===== src/hw/rtl/nhb_pkg.sv =====
// ----------------------------------------------------------------------------
// NACK history buffer package
// Shared opcodes, constants and the command/status bundles between the
// controller and the datapath of the NACK history buffer.
// ----------------------------------------------------------------------------
package nhb_pkg;

  // Default number of ring entries.
  localparam int DEPTH_DEF = 64;

  // Operation codes carried on in_opcode.
  localparam logic [1:0] OP_PUSH  = 2'd0;
  localparam logic [1:0] OP_QUERY = 2'd1;
  localparam logic [1:0] OP_CLEAR = 2'd2;

  // Serial-number half range (0xFFFF / 2) and the span of the lost mask.
  localparam logic [15:0] HALF_RANGE = 16'd32767;
  localparam logic [15:0] MASK_SPAN  = 16'd16;

  // Commands from the controller to the datapath.
  typedef struct packed {
    logic push;      // append an entry from the input beat
    logic clear;     // empty the ring
    logic nop;       // unused opcode, report the count only
    logic q_start;   // latch the sequence number, open the search window
    logic q_read;    // register the probe offset, issue the ring read
    logic q_cmp;     // compare the probed entry, narrow the window
    logic q_fin;     // drop the found entries, publish the result
  } cmd_t;

  // Status from the datapath to the controller.
  typedef struct packed {
    logic empty;     // no entries stored
    logic more;      // search window still open after this compare
  } sts_t;

  // True if id lies at or behind seq in serial-number order.
  function automatic logic at_or_behind(input logic [15:0] id, input logic [15:0] seq);
    logic [15:0] fwd;
    logic [15:0] back;
    fwd  = seq - id;
    back = id - seq;
    if (id <= seq) begin
      return fwd < HALF_RANGE;
    end
    return !(back < HALF_RANGE);
  endfunction

endpackage


===== src/hw/rtl/rtp_nack_history_buffer_top.sv =====
// ----------------------------------------------------------------------------
// RTP NACK history buffer
// Ring of generic NACK entries (packet ID plus lost mask) with push,
// dequeue query by sequence number and clear.
// ----------------------------------------------------------------------------
// Usage: a command beat is taken when start is high and busy is low. The
// opcode selects push (packet ID and lost mask are appended, the oldest
// entry is overwritten when the ring is full), dequeue query (the newest
// entry at or behind in_seq_number is found, it and all older entries are
// dropped, and out_was_nacked tells whether it covers the number) or clear.
// Every command yields exactly one result beat: out_valid is high for one
// cycle with out_was_nacked and the entry count after the command.
// Push, clear and the unused opcode return their result on the cycle
// after the command and busy stays low, so such commands may follow
// every cycle. A query runs a binary search over the stored entries
// through the single read port of the ring RAM; each probe issues the
// read address, then compares the registered read data, and a query
// on an empty ring skips the search and goes straight to its result.
// Busy is high for the whole search. The result port cannot stall.
// Reset (synchronous, active low) empties the ring; RAM contents are not
// cleared because only counted entries are ever read.
// ----------------------------------------------------------------------------
module rtp_nack_history_buffer_top #(
  parameter int DEPTH = nhb_pkg::DEPTH_DEF,
  parameter int CNT_W = $clog2(DEPTH + 1)
) (
  input  logic             clk,
  input  logic             rst_n,
  input  logic             start,
  output logic             busy,
  input  logic [1:0]       in_opcode,
  input  logic [15:0]      in_packet_id,
  input  logic [15:0]      in_lost_mask,
  input  logic [15:0]      in_seq_number,
  output logic             out_valid,
  output logic             out_was_nacked,
  output logic [CNT_W-1:0] out_entry_count
);

  // Command and status bundles between the sequencer and the datapath.
  nhb_pkg::cmd_t cmd;
  nhb_pkg::sts_t sts;

  nhb_ctrl u_ctrl (
    .clk       (clk),
    .rst_n     (rst_n),
    .start     (start),
    .in_opcode (in_opcode),
    .sts       (sts),
    .cmd       (cmd),
    .busy      (busy)
  );

  // The datapath owns the ring RAM, the pointers and the result register.
  nhb_datapath #(
    .DEPTH (DEPTH),
    .CNT_W (CNT_W)
  ) u_dp (
    .clk             (clk),
    .rst_n           (rst_n),
    .cmd             (cmd),
    .sts             (sts),
    .in_packet_id    (in_packet_id),
    .in_lost_mask    (in_lost_mask),
    .in_seq_number   (in_seq_number),
    .out_valid       (out_valid),
    .out_was_nacked  (out_was_nacked),
    .out_entry_count (out_entry_count)
  );

endmodule


===== src/hw/rtl/nhb_ram.sv =====
// ----------------------------------------------------------------------------
// Generic RAM
// One write port and one read port with registered read data.
// ----------------------------------------------------------------------------
module nhb_ram #(
  parameter int WIDTH = 32,
  parameter int DEPTH = 64,
  parameter int AW    = (DEPTH > 1) ? $clog2(DEPTH) : 1
) (
  input  logic             clk,
  input  logic             we,
  input  logic [AW-1:0]    waddr,
  input  logic [WIDTH-1:0] wdata,
  input  logic [AW-1:0]    raddr,
  output logic [WIDTH-1:0] rdata
);

  logic [WIDTH-1:0] mem [DEPTH];

  always_ff @(posedge clk) begin
    if (we) begin
      mem[waddr] <= wdata;
    end
    rdata <= mem[raddr];
  end

endmodule


===== src/hw/rtl/nhb_ctrl.sv =====
// ----------------------------------------------------------------------------
// NACK history buffer controller
// Sequences push, clear and the binary search of a dequeue query.
// ----------------------------------------------------------------------------
module nhb_ctrl (
  input  logic          clk,
  input  logic          rst_n,
  input  logic          start,
  input  logic [1:0]    in_opcode,
  input  nhb_pkg::sts_t sts,
  output nhb_pkg::cmd_t cmd,
  output logic          busy
);

  typedef enum logic [1:0] {
    S_IDLE,
    S_READ,
    S_CMP,
    S_FIN
  } state_t;

  state_t state_r, state_nxt;
  logic   busy_r, busy_nxt;

  always_comb begin
    state_nxt = state_r;
    cmd       = '0;
    case (state_r)
      S_IDLE: begin
        if (start) begin
          case (in_opcode)
            nhb_pkg::OP_PUSH:  cmd.push  = 1'b1;
            nhb_pkg::OP_CLEAR: cmd.clear = 1'b1;
            nhb_pkg::OP_QUERY: begin
              cmd.q_start = 1'b1;
              state_nxt   = sts.empty ? S_FIN : S_READ;
            end
            default:           cmd.nop   = 1'b1;
          endcase
        end
      end
      S_READ: begin
        cmd.q_read = 1'b1;
        state_nxt  = S_CMP;
      end
      S_CMP: begin
        cmd.q_cmp = 1'b1;
        state_nxt = sts.more ? S_READ : S_FIN;
      end
      S_FIN: begin
        cmd.q_fin = 1'b1;
        state_nxt = S_IDLE;
      end
      default: state_nxt = S_IDLE;
    endcase
    busy_nxt = (state_nxt != S_IDLE);
  end

  always_ff @(posedge clk) begin
    if (!rst_n) begin
      state_r <= S_IDLE;
      busy_r  <= 1'b0;
    end else begin
      state_r <= state_nxt;
      busy_r  <= busy_nxt;
    end
  end

  assign busy = busy_r;

endmodule


===== src/hw/rtl/nhb_datapath.sv =====
// ----------------------------------------------------------------------------
// NACK history buffer datapath
// Ring pointers, entry count, search window and the result register.
// ----------------------------------------------------------------------------
module nhb_datapath #(
  parameter int DEPTH = nhb_pkg::DEPTH_DEF,
  parameter int PTR_W = (DEPTH > 1) ? $clog2(DEPTH) : 1,
  parameter int CNT_W = $clog2(DEPTH + 1)
) (
  input  logic             clk,
  input  logic             rst_n,
  input  nhb_pkg::cmd_t    cmd,
  output nhb_pkg::sts_t    sts,
  input  logic [15:0]      in_packet_id,
  input  logic [15:0]      in_lost_mask,
  input  logic [15:0]      in_seq_number,
  output logic             out_valid,
  output logic             out_was_nacked,
  output logic [CNT_W-1:0] out_entry_count
);

  localparam int SUM_W = CNT_W + 1;

  // Control state.
  logic [PTR_W-1:0] wr_pos_r, wr_pos_nxt;
  logic [PTR_W-1:0] rd_pos_r, rd_pos_nxt;
  logic [CNT_W-1:0] cnt_r, cnt_nxt;
  logic             out_valid_r, out_valid_nxt;
  logic             have_r, have_nxt;

  // Search and result payload.
  logic [15:0]      seq_r, seq_nxt;
  logic [CNT_W-1:0] lo_r, lo_nxt;
  logic [CNT_W-1:0] hi_r, hi_nxt;
  logic [CNT_W-1:0] mid_r, mid_nxt;
  logic [CNT_W-1:0] found_r, found_nxt;
  logic [15:0]      fid_r, fid_nxt;
  logic [15:0]      fmask_r, fmask_nxt;
  logic             nacked_r, nacked_nxt;
  logic [CNT_W-1:0] out_cnt_r, out_cnt_nxt;

  // Ring memory interface.
  logic             ram_we;
  logic [PTR_W-1:0] ram_raddr;
  logic [31:0]      ram_rdata;

  logic [CNT_W-1:0] mid_c;
  logic [SUM_W-1:0] slot_sum;
  logic [SUM_W-1:0] drop_sum;
  logic [PTR_W-1:0] drop_pos;
  logic [15:0]      gap;
  logic [15:0]      gap_m1;
  logic             hit_c;
  logic             behind_c;

  function automatic logic [PTR_W-1:0] ptr_inc(input logic [PTR_W-1:0] p);
    return (p == PTR_W'(DEPTH - 1)) ? '0 : p + 1'b1;
  endfunction

  // Probe offset and its ring slot: rd_pos + mid stays below twice the depth.
  assign mid_c     = lo_r + ((hi_r - lo_r - 1'b1) >> 1);
  assign slot_sum  = SUM_W'(rd_pos_r) + SUM_W'(mid_c);
  assign ram_raddr = (slot_sum >= SUM_W'(DEPTH)) ? PTR_W'(slot_sum - SUM_W'(DEPTH))
                                                 : PTR_W'(slot_sum);

  assign drop_sum  = SUM_W'(rd_pos_r) + SUM_W'(found_r) + 1'b1;
  assign drop_pos  = (drop_sum >= SUM_W'(DEPTH)) ? PTR_W'(drop_sum - SUM_W'(DEPTH))
                                                 : PTR_W'(drop_sum);

  assign behind_c  = nhb_pkg::at_or_behind(ram_rdata[15:0], seq_r);

  assign gap       = seq_r - fid_r;
  assign gap_m1    = gap - 16'd1;
  assign hit_c     = (fid_r == seq_r) ||
                     ((gap >= 16'd1) && (gap <= nhb_pkg::MASK_SPAN) && fmask_r[gap_m1[3:0]]);

  assign ram_we    = cmd.push;

  always_comb begin
    wr_pos_nxt    = wr_pos_r;
    rd_pos_nxt    = rd_pos_r;
    cnt_nxt       = cnt_r;
    have_nxt      = have_r;
    seq_nxt       = seq_r;
    lo_nxt        = lo_r;
    hi_nxt        = hi_r;
    mid_nxt       = mid_r;
    found_nxt     = found_r;
    fid_nxt       = fid_r;
    fmask_nxt     = fmask_r;
    nacked_nxt    = 1'b0;
    out_valid_nxt = 1'b0;

    if (cmd.push) begin
      if (cnt_r == CNT_W'(DEPTH)) begin
        rd_pos_nxt = ptr_inc(rd_pos_r);
      end else begin
        cnt_nxt = cnt_r + 1'b1;
      end
      wr_pos_nxt    = ptr_inc(wr_pos_r);
      out_valid_nxt = 1'b1;
    end
    if (cmd.clear) begin
      cnt_nxt       = '0;
      wr_pos_nxt    = '0;
      rd_pos_nxt    = '0;
      out_valid_nxt = 1'b1;
    end
    if (cmd.nop) begin
      out_valid_nxt = 1'b1;
    end
    if (cmd.q_start) begin
      seq_nxt   = in_seq_number;
      lo_nxt    = '0;
      hi_nxt    = cnt_r;
      have_nxt  = 1'b0;
      found_nxt = '0;
    end
    if (cmd.q_read) begin
      mid_nxt = mid_c;
    end
    if (cmd.q_cmp) begin
      if (behind_c) begin
        found_nxt = mid_r;
        have_nxt  = 1'b1;
        fid_nxt   = ram_rdata[15:0];
        fmask_nxt = ram_rdata[31:16];
        lo_nxt    = mid_r + 1'b1;
      end else begin
        hi_nxt = mid_r;
      end
    end
    if (cmd.q_fin) begin
      if (have_r) begin
        rd_pos_nxt = drop_pos;
        cnt_nxt    = cnt_r - found_r - 1'b1;
        nacked_nxt = hit_c;
      end
      out_valid_nxt = 1'b1;
    end
    out_cnt_nxt = cnt_nxt;
  end

  assign sts.empty = (cnt_r == '0);
  assign sts.more  = (lo_nxt < hi_nxt);

  always_ff @(posedge clk) begin
    if (!rst_n) begin
      wr_pos_r    <= '0;
      rd_pos_r    <= '0;
      cnt_r       <= '0;
      have_r      <= 1'b0;
      out_valid_r <= 1'b0;
    end else begin
      wr_pos_r    <= wr_pos_nxt;
      rd_pos_r    <= rd_pos_nxt;
      cnt_r       <= cnt_nxt;
      have_r      <= have_nxt;
      out_valid_r <= out_valid_nxt;
    end
  end

  always_ff @(posedge clk) begin
    seq_r     <= seq_nxt;
    lo_r      <= lo_nxt;
    hi_r      <= hi_nxt;
    mid_r     <= mid_nxt;
    found_r   <= found_nxt;
    fid_r     <= fid_nxt;
    fmask_r   <= fmask_nxt;
    if (out_valid_nxt) begin
      nacked_r  <= nacked_nxt;
      out_cnt_r <= out_cnt_nxt;
    end
  end

  nhb_ram #(
    .WIDTH (32),
    .DEPTH (DEPTH),
    .AW    (PTR_W)
  ) u_ring (
    .clk   (clk),
    .we    (ram_we),
    .waddr (wr_pos_r),
    .wdata ({in_lost_mask, in_packet_id}),
    .raddr (ram_raddr),
    .rdata (ram_rdata)
  );

  assign out_valid       = out_valid_r;
  assign out_was_nacked  = nacked_r;
  assign out_entry_count = out_cnt_r;

endmodule


===== config.mk =====
export PLATFORM = sky130hd
export DESIGN_NAME = rtp_nack_history_buffer_top
export DESIGN_NICKNAME = d
export VERILOG_FILES = /design/src/hw/rtl/nhb_pkg.sv /design/src/hw/rtl/rtp_nack_history_buffer_top.sv /design/src/hw/rtl/nhb_ram.sv /design/src/hw/rtl/nhb_ctrl.sv /design/src/hw/rtl/nhb_datapath.sv
export SDC_FILE = /design/constraint.sdc
export NUM_CORES = 2
export LEC_CHECK = 0
export ABC_AREA = 1
export BUFFER_PORTS_ARGS = -buffer_cell sky130_fd_sc_hd__buf_2
export CAP_MARGIN = 30
export CORE_ASPECT_RATIO = 2
export CORE_MARGIN = 2
export CORE_UTILIZATION = 63
export DETAILED_ROUTE_END_ITERATION = 6
export PLACE_DENSITY_LB_ADDON = 0.05
export SKIP_CTS_REPAIR_TIMING = 1
export SLEW_MARGIN = 30
export SYNTH_ARGS = -nofsm -noshare
export SYNTH_HDL_FRONTEND = slang
export SYNTH_SLANG_ARGS = --single-unit

===== constraint.sdc =====
create_clock -name clk -period 5.3 [get_ports clk]
set_clock_uncertainty 0.1 [all_clocks]
set_input_delay 1.06 -clock clk [delete_from_list [all_inputs] [get_ports clk]]
set_output_delay 1.06 -clock clk [all_outputs]
set_load 0.01 [all_outputs]

# After elaboration in Yosys (flattened, before gate mapping)
# Memory sizes are Yosys's and may differ from the RTL's. A register that Yosys moved wholly into a read port is not among the register bits.
# Cells that the tools add are included.
# classes
n_addsub	18
multipliers	0
div_mod_pow	0
order_cmp	9
eq_ne	9
shifts	0
n_mux	50
bitwise_logic	1
reduce_logical	12
# op_table
op	count
$mux W7	14
$mux W6	9
$sub A16 B16 Y16	3
$lt A16 B15 Y1 const B	2
$mux W1	19
$add A6 B7 Y8	2
$eq A16 B16 Y1	1
$ge A16 B1 Y1 const B	1
$ge A8 B7 Y1 const B	2
$le A16 B16 Y1	1
$le A16 B5 Y1 const B	1
$add A7 B1 Y7 const B	2
$sub A7 B1 Y7 const B	2
$sub A7 B7 Y7	2
$add A6 B1 Y6 const B	2
$eq A6 B6 Y1 const B	2
$sub A6 B1 Y6 const B	2
$add A8 B1 Y8 const B	1
$mux W2	4
$mux W4	2
$pmux W2 S4	1
$add A7 B6 Y7	1
$eq A7 B7 Y1 const B	1
$logic_not A7 Y1	1
15 further kinds	21
# word_totals
register_bits	108
latchBits	0
ramBits	2048
mem_bits_ro	0
in_bits	53
output_inout_bits	10
word_cells	116
n_memories	1
# mem_list
memory	words	word_bits	rd	rd_ports_with_merged_regs	wr	line	source
u_dp.u_ring.mem	64	32	1	1	1	nhb_ram.sv:18	logic [WIDTH-1:0] mem [DEPTH];

# Logic depth before layout (Yosys ltp)
# depth
depth_word	12
ltp_mapped	33
depth_no_buf	31

# Cells and area by module
# From an unflattened synthesis, not the netlist that was laid out.
# hier_totals
hier_cells	7893
hier_area_um2	91124.9
# by_module_without_submodules
mod	instances	cells_each	area_each_um2	seq_area_each_um2
nhb_ram	1	6769	82738.1	62139.6
nhb_datapath	1	1090	8197.9	2732.6
nhb_ctrl	1	34	188.9	60.1

# Worst setup path before layout
# Ideal clock, no wire load.
# synth_path
path_kind	input -> register
start	input port start
end	memory u_dp.u_ring.mem[63][0] (enable)
setup_ns	0.464
arrival_ns	4.121
t_required_ns	4.736
path_slack_ns	0.615
stages	6
path_buffers	0
cell_sequence	inv_1 > nor3_1 > inv_1 > nor2_2 > nand2_1 > nor3_1
# synth_between
elab_chain_len	4
# synth_rtl
item	line	source
start, declared	rtp_nack_history_buffer_top.sv:29	input logic start,
$mux W4	nhb_ctrl.sv:30	if (start) begin
$mux W4	nhb_ctrl.sv:28	case (state_r)
$mux W1	nhb_ram.sv:21	if (we) begin
$mux W1 (not written as such)	nhb_ram.sv:22	mem[waddr] <= wdata;
end, declared	nhb_ram.sv:18	
# No other way between the ends.

# Final worst setup path
# layout_path
start	register u_dp.hi_r[1]
end	register u_dp.u_ring.rdata[6] (read register of u_dp.u_ring.mem)
# layout_between
elab_chain_len	6
elab_cells_between_ends	7
classes_between	add/sub: 5; order compare: 1; mux: 1
# layout_rtl
item	line	source
start, declared	nhb_datapath.sv:34	logic [CNT_W-1:0] hi_r, hi_nxt;
start signal, assigned	nhb_datapath.sv:166	hi_r <= hi_nxt;
$sub A7 B7 Y7 (*)	nhb_datapath.sv:61	assign mid_c = lo_r + ((hi_r - lo_r - 1'b1) >> 1);
$sub A7 B1 Y7 (*)	nhb_datapath.sv:61	
$add A7 B6 Y7 (*)	nhb_datapath.sv:61	
$add A6 B7 Y8 (*)	nhb_datapath.sv:62	assign slot_sum = SUM_W'(rd_pos_r) + SUM_W'(mid_c);
$ge A8 B7 Y1 or $sub A6 B1 Y6 (tied branches)	nhb_datapath.sv:63	assign ram_raddr = (slot_sum >= SUM_W'(DEPTH)) ? PTR_W'(slot_sum - SUM_W'(DEPTH))
$mux W6 (*)	nhb_datapath.sv:63	
end, declared	nhb_ram.sv:15	output logic [WIDTH-1:0] rdata
# Mark *: on every way between the ends. The rest lies on a longest branch, timed or not.
# A chain may end at the register's enable or synchronous reset.

==> results.json <==
{
  "status": "finished, final reports clean",
  "slew_headroom_pct": 39.9,
  "core_area_um2": 142000,
  "holdWs_ns": 0.302,
  "fin_nets": 7115,
  "grt_util_met1_pct": 39.1,
  "drcViolationCount": 0,
  "place_ws_ns": 0.286,
  "ioPinCount": 63,
  "rsz0062_at_grt": "no",
  "areaGrowthSynthToFinish_pct": 11.7,
  "grtUsageTotal_pct": 34.1,
  "fillers": 9556,
  "clock_tree.root_cell": "clkbuf_16",
  "grt_max_degree": 158,
  "hold_violations": 0,
  "worstMarginPinSlew_ns": 0.898,
  "final.min_clock_period_ns": 5.10,
  "synthArstFlopShare_pct": 0,
  "htree_levels": 4,
  "detail_route.wl_per_cell_um": 28.0,
  "die_x_um": 271,
  "layout_setup_ws_ns": 0.202,
  "max_freq_ghz": 0.196,
  "use_met2_pct": 61.2,
  "cts_buffer_depth": 4,
  "crit_path_start_kind": "flop",
  "crit_arrival_ns": 5.64,
  "place.gp.congestion": 0.920,
  "path_clk_slew_ns": 0.07,
  "yosysSeqAreaShare_pct": 72.2,
  "via_per_inst": 6.47,
  "syn_inst": 6901,
  "drv_slew": 0,
  "ys_ff_latch": 2188,
  "top_usage_layer": "met2",
  "drtIter0Drc": 6310,
  "cts.sinks": 2188,
  "post-route-period-util_pct": 96.2,
  "post-dp-hpwl_mm": 148,
  "via_count": 58200,
  "syn-num-nets": 7049,
  "synth_top_flop_cell": "edfxtp_1",
  "syn_area_um2": 90000,
  "critPathCaptureType": "flop",
  "finalSetupViolations": 0,
  "hold_path.class": "in2reg",
  "worstSetupPathType": "reg2reg",
  "max-cap-violations": 0,
  "clk_latency_ns": 0.83,
  "ant_nets": 0,
  "design.die.area_um2": 146000,
  "grt_util_met3_pct": 4.09,
  "totalWireLength_mm": 252,
  "avgSynthCellArea_um2": 13.0,
  "synth_warnings": 0,
  "fin_tns_setup_ns": 0,
  "gr-total-overflow": 0,
  "drt_pass1_iterations": 6,
  "cts_tree": "built",
  "critPathRequiredTime_ns": 5.85,
  "antenna_found_initial": 13,
  "grt_pass1_vias": 56900,
  "synth_cell_types": 47,
  "grt_pass1_wl_mm": 364,
  "layout-drive-gt1-share_pct": 12.9,
  "path_max_fanout": 93,
  "rows": 196,
  "cts_made_buffers": 189,
  "start_util_pct": 63.3,
  "die_h_um": 538,
  "io_buffers": 62,
  "synth_edf_count": 2111
}
[state kept, by name, summed over array words and instances, names as in the netlist]
name	cells
u_ctrl.state_r	2
u_dp.u_ring.rdata	32
u_dp.out_was_nacked	1
u_dp.out_valid	1
u_dp.fmask_r	16
u_dp.cnt_r	7
u_dp.found_r	7
u_dp.lo_r	7
u_dp.u_ring.mem	2048
u_dp.have_r	1
u_dp.mid_r	7
u_dp.seq_r	16
u_ctrl.busy	1
u_dp.fid_r	16
u_dp.out_entry_count	7
u_dp.hi_r	7
u_dp.wr_pos_r	6
u_dp.rd_pos_r	6
[placed cells by master (no fill, tap or decap), drive strengths merged, types with 87 or more instances in the layout]
cell type  count
buf          302
inv          231
nand3         89
edfxtp      2111
a21oi        151
ha            87
o21ai        597
nor2        1669
clkbuf       238
mux2         257
nand2        496
o32ai        512
[stage by stage]
step	utilization [%]	cell area (um^2)	cells
after floorplan	-	90000	6901
after global placement	66.3	94400	8657
after detailed placement	66.4	94400	8657
after CTS	70.6	100000	8990
after global routing	70.7	100000	8995
final	70.7	101000	9000
[worst paths after layout]
kind | cells past startpoint | from | slack [ns] | end
worst max register to register | 15 | u_dp.hi_r[1] | 0.20 | u_dp.u_ring.rdata[6]
worst min-delay path | 1 | in_seq_number[4] | 0.30 | u_dp.seq_r[4]
worst min register to register | 0 | u_dp.u_ring.rdata[21] | 0.32 | u_dp.fmask_r[5]
worst max-delay path | 15 | u_dp.hi_r[1] | 0.20 | u_dp.u_ring.rdata[6]
[metal layers]
layer / share of wire, % / vias to the layer above
li1: - / 25600
met1: 34 / 29100
met2: 53 / 2728
met3: 6.9 / 796
met4: 6.7 / 0
met5: 0 / -
[layout make-up]
| class | instances | area, um^2 | share of cell area, % |
|---|---|---|---|
| repair buffers | 302 | 3190 | 3.18 |
| well taps | 1881 | 2350 | 2.34 |
| inverters | 230 | 876 | 0.871 |
| multi-input cells | 4056 | 23100 | 23.0 |
| diodes | 10 | 25.0 | 0.0249 |
| clock buffers | 238 | 5070 | 5.04 |
| clock inverters | 95 | 968 | 0.964 |
| flip-flops and latches | 2188 | 64900 | 64.6 |
[critical path: stages, from the launching register on]
cell and delay (ns):
dfxtp_1 0.34, inv_1 0.08, fa_1 0.53, inv_1 0.04, ha_1 0.19, inv_1 0.08, fa_1 0.51, fa_4 1.00
buf_12 0.38, buf_12 0.31, o21ai_0 0.15, o32ai_1 0.15, mux2_2 0.26, nand2_1 0.06, a32o_1 0.21, o21ai_0 0.44
[cell families after synthesis]
group,share of synthesized area [%]
buffers and inverters,2.80
DFF,72.2
AOI/OAI and AO/OA,10.1
and+or+nand+nor,9.89
xor gates and xnor gates,0.448
adders and majority gates,1.39
muxes,3.22
[synth_stat cells, drive strengths merged, types with 3 or more instances]
cell	count	area (um^2)
a31oi	3	18.8
xnor2	15	131
dfxtp	77	1540
nand3	89	450
nor3	17	85.1
edfxtp	2111	63400
inv	228	856
mux2	257	2890
a32oi	32	280
a32o	35	350
buf	62	288
nand2	496	1880
nand4	18	113
o31ai	4	30.0
a21oi	151	756
fa	8	160
ha	87	1090
o21ai	597	2990
o32ai	512	4480
a21o	5	37.5
o211ai	6	45.0
a211oi	3	22.5
and2	3	18.8
or2	3	18.8
nor2	1669	6280
nor3b	3	22.5
xor2	31	272
clkbuf	365	1370
Power is left out: the tool's default activity adds up to more than one toggle a clock period on the data nets, which glitch-free logic cannot reach.
